File: src/rtl/ole_pkg.sv
package ole_pkg;

    // opcodes
    localparam logic [3:0] OP_PUSH_FRONT = 4'd0;
    localparam logic [3:0] OP_PUSH_BACK  = 4'd1;
    localparam logic [3:0] OP_INSERT_AT  = 4'd2;
    localparam logic [3:0] OP_POP_FRONT  = 4'd3;
    localparam logic [3:0] OP_POP_BACK   = 4'd4;
    localparam logic [3:0] OP_REMOVE_AT  = 4'd5;
    localparam logic [3:0] OP_REMOVE_VAL = 4'd6;
    localparam logic [3:0] OP_SEARCH     = 4'd7;
    localparam logic [3:0] OP_REPLACE    = 4'd8;

    // status codes
    localparam logic [2:0] ST_OK       = 3'd0;
    localparam logic [2:0] ST_RANGE    = 3'd1;
    localparam logic [2:0] ST_EMPTY    = 3'd2;
    localparam logic [2:0] ST_NOTFOUND = 3'd3;
    localparam logic [2:0] ST_FULL     = 3'd4;

    typedef struct packed {
        logic [3:0]         opcode;
        logic signed [31:0] item_value;
        logic [6:0]         position;
        logic signed [31:0] replacement;
    } t_cmd;

    typedef struct packed {
        logic [2:0] status;
        logic       found;
        logic [6:0] count_after;
    } t_res;

    // broadcast control from the sequencer to every cell
    typedef struct packed {
        logic cap;       // capture compare result this cycle
        logic use_match; // position comes from the first match
        logic use_num;   // position comes from the numeric target
        logic shr;       // open a gap at the position, load data there
        logic shl;       // close the cell at the position
        logic wr;        // overwrite the cell at the position
    } t_cell_ctl;

endpackage

File: src/rtl/ole_cell.sv
module ole_cell #(
    parameter int INDEX = 0,
    parameter int WW    = 7
) (
    input  logic              i_clk,
    input  ole_pkg::t_cell_ctl i_ctl,
    input  logic [31:0]       i_key,
    input  logic [31:0]       i_data,
    input  logic [WW-1:0]     i_cnt,
    input  logic [WW-1:0]     i_tgt,
    input  logic [31:0]       i_left_val,
    input  logic [31:0]       i_right_val,
    input  logic              i_ge_prev,
    input  logic              i_mge_prev,
    output logic              o_ge,
    output logic              o_mge,
    output logic [31:0]       o_val
);
    import ole_pkg::*;

    localparam logic [WW-1:0] IDX = WW'(INDEX);

    logic [31:0] r_val;
    logic        r_hit;
    logic        w_eq;

    // prefix OR of live matches from the front up to this cell
    assign o_mge = i_mge_prev | r_hit;
    assign o_ge  = (i_ctl.use_match & o_mge) | (i_ctl.use_num & (IDX >= i_tgt));
    assign w_eq  = o_ge & ~i_ge_prev;
    assign o_val = r_val;

    always_ff @(posedge i_clk) begin
        if (i_ctl.cap) begin
            r_hit <= (r_val == i_key) && (IDX < i_cnt);
        end
        if (i_ctl.shr) begin
            if (w_eq) begin
                r_val <= i_data;
            end else if (i_ge_prev) begin
                r_val <= i_left_val;
            end
        end else if (i_ctl.shl) begin
            if (o_ge) begin
                r_val <= i_right_val;
            end
        end else if (i_ctl.wr) begin
            if (w_eq) begin
                r_val <= i_data;
            end
        end
    end

endmodule

File: config.mk
export PLATFORM = sky130hd
export DESIGN_NAME = ole_cell
export DESIGN_NICKNAME = d
export VERILOG_FILES = /design/src/rtl/ole_pkg.sv /design/src/rtl/ole_cell.sv
export SDC_FILE = /design/constraint.sdc
export NUM_CORES = 1
export LEC_CHECK = 0
export ABC_CLOCK_PERIOD_IN_PS = 6400
export BUFFER_PORTS_ARGS = -buffer_cell sky130_fd_sc_hd__buf_4
export CORE_MARGIN = 5
export CORE_UTILIZATION = 45
export CTS_CLUSTER_DIAMETER = 150
export DETAILED_ROUTE_END_ITERATION = 8
export PLACE_DENSITY = 0.95
export SLEW_MARGIN = 25
export SYNTH_ARGS = -nofsm -noshare
export SYNTH_HDL_FRONTEND = slang
export SYNTH_SLANG_ARGS = --single-unit
File: constraint.sdc
create_clock -name i_clk -period 6.4 [get_ports i_clk]
set_input_delay 1.28 -clock i_clk [delete_from_list [all_inputs] [get_ports i_clk]]
set_output_delay 1.28 -clock i_clk [all_outputs]
set_load 0.01 [all_outputs]
==> impl_results.md, run 1 <==
* CP Capture Type: output port
* CP required at 5.12 ns
* Ys flop type: edfxtp_1
* Largest net degree at the start of global routing at 68
* Final ANT Viol Nets at 0
* Hold Path Class: flop to flop
* GR Util met1 at 0.2963
* Cts bufs inserted at 5
* Row count at 27
* Clock transition at path regs at 0.07 ns
* Initial Util at 0.4631
* Period Utilization, post-route at 0.6112
* Worst path cell trace: buf_4, nor4b_4, a22oi_4, buf_4, inv_4, buf_4
* Hold WS at 0.8533 ns
* Place WS at 2.530 ns
* Post-DP HPWL at 7.419 mm
* Max frequency at 255.7 MHz
* Seq cells post-synth at 33
* First-pass DRT Iterations at 4
* Clock Power Share at 0.222
* Layout cell share with drive strength beyond 1 at 0.4444
* Sequential share of power at 0.439
* Fillers at 402
* Setup ws final at 2.489 ns
* Status: complete, no violations
* Post-CTS setup buffers at 0
* RSZ-0062 raised after global routing: no
* Clock Latency Late Sink at 0.27 ns
* Number of hold violations in the final report at 0
* Crit-path max FO at 34
* Commonest non-fill, non-tap cell in the layout: buf_4
* Pint at 0.0004630 W
* Layout Skew at 0.004580 ns
* Vias in the first global route at 2930
* Max Slew Vio Count at 0
* Initial DRC count at 245
* DIE AREA at 7272 µm²
* Total net switching power at 0.0001852 W
* Core region area at 5507 µm²
* First-pass GRT wire length at 14.75 mm
* Register area at 991.0 µm²
* Kind of critical path: primary input to output port
* DRT Wirelength at 9.515 mm
* Synth Area per Inst at 9.306 µm²
* Switching Share at 0.2857
* Most frequent cells in the layout: 185 x buf_4, 33 x nand3_1, 33 x edfxtp_1
* Gate power share at 0.339
* Crit path max-delay family: buffers and inverters
* Clock root buffer: clkbuf_8
* Via density per instance at 5.663
* H-tree depth at 2
* RePlAce Congestion at 0.9402
* Sequential share of the synthesized area at 0.3886
* DR WL/cell at 18.55 µm
* Post-synth ARST share at 0
* Peak supply drop at 0.1273 mV
* Max-cap viol count at 0
* CP max-delay cell: inv_4
* Crit start category: primary input
* Synthesized area at 2550 µm²
* GR peak layer: met2
* Count of cell types in the netlist at 27
* Most common cell on crit path: buf_4
* Clock Sinks at 33
* Synth top area cells: edfxtp_1 39%, xor2_1 9.6%, a211oi_1 9.1%
* DR vias at 2905
* Io pins at 185
* Multi-input logic area at 1430 µm²
* LEAKAGE at 1.639 nW
* Layout area overhead at 56.48%
* Fin crit period at 3.911 ns
* Total Routing Usage GR at 0.2535
* CTS resizes at 0
* Final core utilization at 0.7246
* Worst Path Arrival at 2.63 ns
* Gr ovfl total at 0
* CP bufs+invs at 4
* CTS Buffer Depth at 2
* Area leader, netlist: edfxtp_1
* Die height at 85.28 µm
* Endpoints failing setup at 0
* Antenna violations before repair at 0
* Sum Neg Setup Slack at 0 ns
* Nets at 591
* Chip Width at 85.28 µm
* Yosys top cell area share at 0.3886
* Pwr Density at 162.4 nW/µm²
* M2 GR Usage at 0.4633
* Ant diodes at 0
* CTS tree: yes
* Syn. warnings at 0
* I/O Buffers at 184
* Slew of the pin with the lowest slew margin at 0.9800 ns
* Cells after synthesis at 274
* GR met3 Demand/Resource at 0.05437
* Slowest Stage Delay on Critical Path at 0.33 ns
* Hold Buf Count CTS at 0
* Post-Syn Nets at 425
* EDFF count, synth at 33
* Slew headroom at 0.3442
* Remaining DRCs at 0
synthesized netlist by cell type (4+ instances only):
master and number:
edfxtp_1 33, nand3_1 33, a211oi_1 31, a31oi_1 31, nor2b_1 31, xor2_1 28
o21ai_0 18, o21ai_1 15, clkbuf_1 13, buf_2 8, nor4_1 8, xnor2_1 4
state kept, by name, summed over array words and instances, names as in the netlist:
register,cells
o_val,32
r_hit,1
cells by family (layout without fill, tap and decap cells):
group	after synthesis	count (layout)	synth area share
compound gates	100	100	0.2507
xor+xnor	32	32	0.1099
buf+inv	28	195	0.05496
flops	33	33	0.3886
simple gates	81	81	0.1958
power by group through the flow:
stage	clock, W	combinational [W]	sequential (W)
finish	0.000144	0.000220	0.000284
global placement	0	0.000213	0.000288
CTS	0.000148	0.000220	0.000284
detailed placement	0	0.000219	0.000289
floorplan	0	0.0000868	0.000293
global route	0.000159	0.000238	0.000286
worst reg2reg max path, stage by stage (launching register included):
cell and delay (ns):
edfxtp_1 0.37, or2_4 0.28, a22oi_4 0.12, buf_4 0.36, inv_4 0.25, o21ai_0 0.38
o21ai_4 0.34
metal layers:
layer | wire length, µm | share of wire | vias to the layer above
met1 | 3405 | 0.36 | 1324
met4 | 202 | 0.021 | 0
met3 | 868 | 0.091 | 16
met2 | 5039 | 0.53 | 170
met5 | 0 | 0 | -
li1 | - | - | 1395
metrics by stage:
step	power (W)	area [µm²]	instances
after global placement	0.0005010	3910	505
after floorplan	0.0003802	2550	274
after global routing	0.0006835	3990	513
after detailed placement	0.0005081	3910	505
final	0.0006481	3990	513
after CTS	0.0006526	3990	513
final cells by class:
type	instances	share of cell area
multi-input combinational	213	0.3584
timing repair buffer	185	0.3481
sequential	33	0.2484
tap	72	0.02258
clock buffer	8	0.02007
inverter	2	0.002509
final timing paths:
check,startpoint,endpoint,slack (ns),cells after the start
max,i_tgt[4],o_ge,2.49,6
min,o_val[0]$_DFFE_PP_,r_hit$_DFFE_PP_,0.85,3
max reg2reg,r_hit$_DFFE_PP_,o_val[25]$_DFFE_PP_,3.95,6
min reg2reg,o_val[0]$_DFFE_PP_,r_hit$_DFFE_PP_,0.85,3
(Power assumes the default switching activity.)
==> run 2: changes to the inputs <==
ABC_CLOCK_PERIOD_IN_PS = 3660   (was 6400)
CORE_UTILIZATION = 41   (was 45)
PLACE_DENSITY = 0.91   (was 0.95)
clock period = 3.66 ns   (was 6.4 ns; I/O delays follow)
==> run 2 against run 1 <==
- sequential power increased by 74%
- non-clock buffer count grew 1
- largest power group unchanged
- combinational power grew 77%
- clock skew decreased by 0.00094 ns
- clock power is 68% higher
- setup slack got worse by 2.1 ns
- flip-flop and latch count stayed put
- total power grew 74%
- critical endpoint unchanged
- critical path depth decreased by 1
- sequential share of layout area barely moved
- critical path type unchanged
==> impl_results.md, run 2 (same netlist as run 1, synthesis figures left out) <==
* Status: complete, no violations (unchanged)
* RR Startpoint: r_hit$_DFFE_PP_ (unchanged)
* Max Slew Vio Count at 0 (unchanged)
* Period Utilization, post-route at 0.8818
* DR WL/cell at 18.97 µm (was 18.55 µm)
* Chip Width at 88.87 µm (was 85.28 µm)
* H-tree depth at 2 (unchanged)
* Setup ws final at 0.4325 ns (was 2.489 ns)
* Io pins at 185 (unchanged)
* First-pass DRT Iterations at 5 (was 4)
* Fin crit period at 3.227 ns
* Remaining DRCs at 0 (unchanged)
* Slew headroom at 0.3263 (was 0.3442)
* Worst Path Arrival at 2.50 ns (was 2.63 ns)
* Max reg flops at 32 (unchanged)
* LEAKAGE at 1.647 nW (was 1.639 nW)
* Post-DP HPWL at 7.625 mm (was 7.419 mm)
* Nets at 592 (was 591)
* Kind of critical path: primary input to output port (unchanged)
* DR vias at 2914 (was 2905)
* Clock Latency Late Sink at 0.27 ns (about the same)
* Commonest non-fill, non-tap cell in the layout: buf_4 (unchanged)
* Crit start category: primary input (unchanged)
* Clock Sinks at 33 (unchanged)
* Core region area at 5991 µm² (was 5507 µm²)
* Min-delay src: i_ctl[5] (was o_val[0]$_DFFE_PP_)
* Sum Neg Setup Slack at 0 ns (unchanged)
* Fin area at 3998 µm² (was 3990 µm²)
* CTS Buffer Depth at 2 (unchanged)
* Antenna violations before repair at 0 (unchanged)
* Slew of the pin with the lowest slew margin at 1.011 ns (was 0.9800 ns)
* Final ANT Viol Nets at 0 (unchanged)
* Post-CTS setup buffers at 0 (unchanged)
* Cts bufs inserted at 5 (unchanged)
* Peak supply drop at 0.1562 mV (was 0.1273 mV)
* Layout Skew at 0.003637 ns (was 0.004580 ns)
* Most frequent cells in the layout: 186 x buf_4, 33 x nand3_1, 33 x edfxtp_1 (was 185 x buf_4, 33 x nand3_1, 33 x edfxtp_1)
* Layout cell share with drive strength beyond 1 at 0.4467 (was 0.4444)
* Hold Path Class: primary input to flop (was flop to flop)
* DIE AREA at 7897 µm² (was 7272 µm²)
* Total Routing Usage GR at 0.2370 (was 0.2535)
* Number of hold violations in the final report at 0 (unchanged)
* Ant diodes at 0 (unchanged)
* Clock transition at path regs at 0.06 ns (was 0.07 ns)
* Max frequency at 309.8 MHz
* Endpoints failing setup at 0 (unchanged)
* DRT Wirelength at 9.788 mm (was 9.515 mm)
* CTS resizes at 0 (unchanged)
* Place WS at 0.2885 ns (was 2.530 ns)
* Max-cap viol count at 0 (unchanged)
* Initial Util at 0.4256 (was 0.4631)
* Placed Area at 3921 µm² (was 3910 µm²)
* Via density per instance at 5.647 (was 5.663)
* Clock root buffer: clkbuf_8 (unchanged)
* Total Power at 0.001125 W (was 0.0006481 W)
* CP required at 2.93 ns (was 5.12 ns)
* Final core utilization at 0.6673 (was 0.7246)
* RSZ-0062 raised after global routing: no (unchanged)
* Gr ovfl total at 0 (unchanged)
* CP Capture Type: output port (unchanged)
* Die height at 88.87 µm (was 85.28 µm)
* Start point of the critical path: i_mge_prev (was i_tgt[4])
* RePlAce Congestion at 0.7690 (was 0.9402)
* First-pass GRT wire length at 14.21 mm (was 14.75 mm)
* I/O Buffers at 184 (unchanged)
* Layout area overhead at 56.77% (was 56.48%)
* Initial DRC count at 126 (was 245)
* Hold Buf Count CTS at 0 (unchanged)
* Pwr Density at 281.4 nW/µm² (was 162.4 nW/µm²)
* Row count at 28 (was 27)
* Largest net degree at the start of global routing at 68 (unchanged)
* Vias in the first global route at 2918 (was 2930)
* Crit-path max FO at 34 (unchanged)
* CTS tree: yes (unchanged)
==> run 2: power breakdown <==
| part | total (W) | internal (W) | switching, W |
|---|---|---|---|
| Combinational | 0.000389 | 0.000210 | 0.000179 |
| Clock | 0.000242 | 0.000128 | 0.000114 |
| Sequential | 0.000495 | 0.000466 | 0.0000294 |
| Total | 0.00113 | 0.000803 | 0.000322 |
==> run 2: routing by layer <==
| metal | share of wire | vias up | track usage | routed length, µm |
|---|---|---|---|---|
| met1 | 0.34 | 1351 | 0.2512 | 3300 |
| met5 | 0 | - | 0 | 0 |
| li1 | - | 1390 | - | - |
| met3 | 0.11 | 8 | 0.07635 | 1097 |
| met2 | 0.54 | 165 | 0.4528 | 5276 |
| met4 | 0.012 | 0 | 0.05082 | 114 |
==> run 2: layout make-up <==
| class | count | area (µm²) |
|---|---|---|
| clock buffers | 6 | 72.57 |
| fillers | 490 | 1993 |
| clock inverters | 1 | 3.754 |
| well taps | 75 | 93.84 |
| repair buffers | 186 | 1396 |
| inverters | 2 | 10.01 |
| flip-flops and latches | 33 | 991.0 |
| multi-input cells | 213 | 1430 |
==> run 2: critical path: stages <==
cell     delay [ns]
buf_4          0.11
or2_4          0.24
a22oi_4        0.78
inv_4          0.35
buf_4          0.27
==> run 2: worst paths after layout <==
| check | cells past startpoint | slack, ns | end |
|---|---|---|---|
| hold / removal | 1 | 0.65 | r_hit$_DFFE_PP_ |
| setup / recovery | 5 | 0.43 | o_ge |
| setup reg to reg | 6 | 0.70 | o_val[29]$_DFFE_PP_ |
| hold reg to reg | 3 | 0.85 | r_hit$_DFFE_PP_ |
==> run 2: per-stage QoR <==
step | hold WS, ns | cells
after CTS | 0.6471 | 516
after detailed placement | 0.8579 | 509
final | 0.6540 | 516
after global placement | 0.8473 | 509
after floorplan | 0.7300 | 274
after global routing | 0.6390 | 516
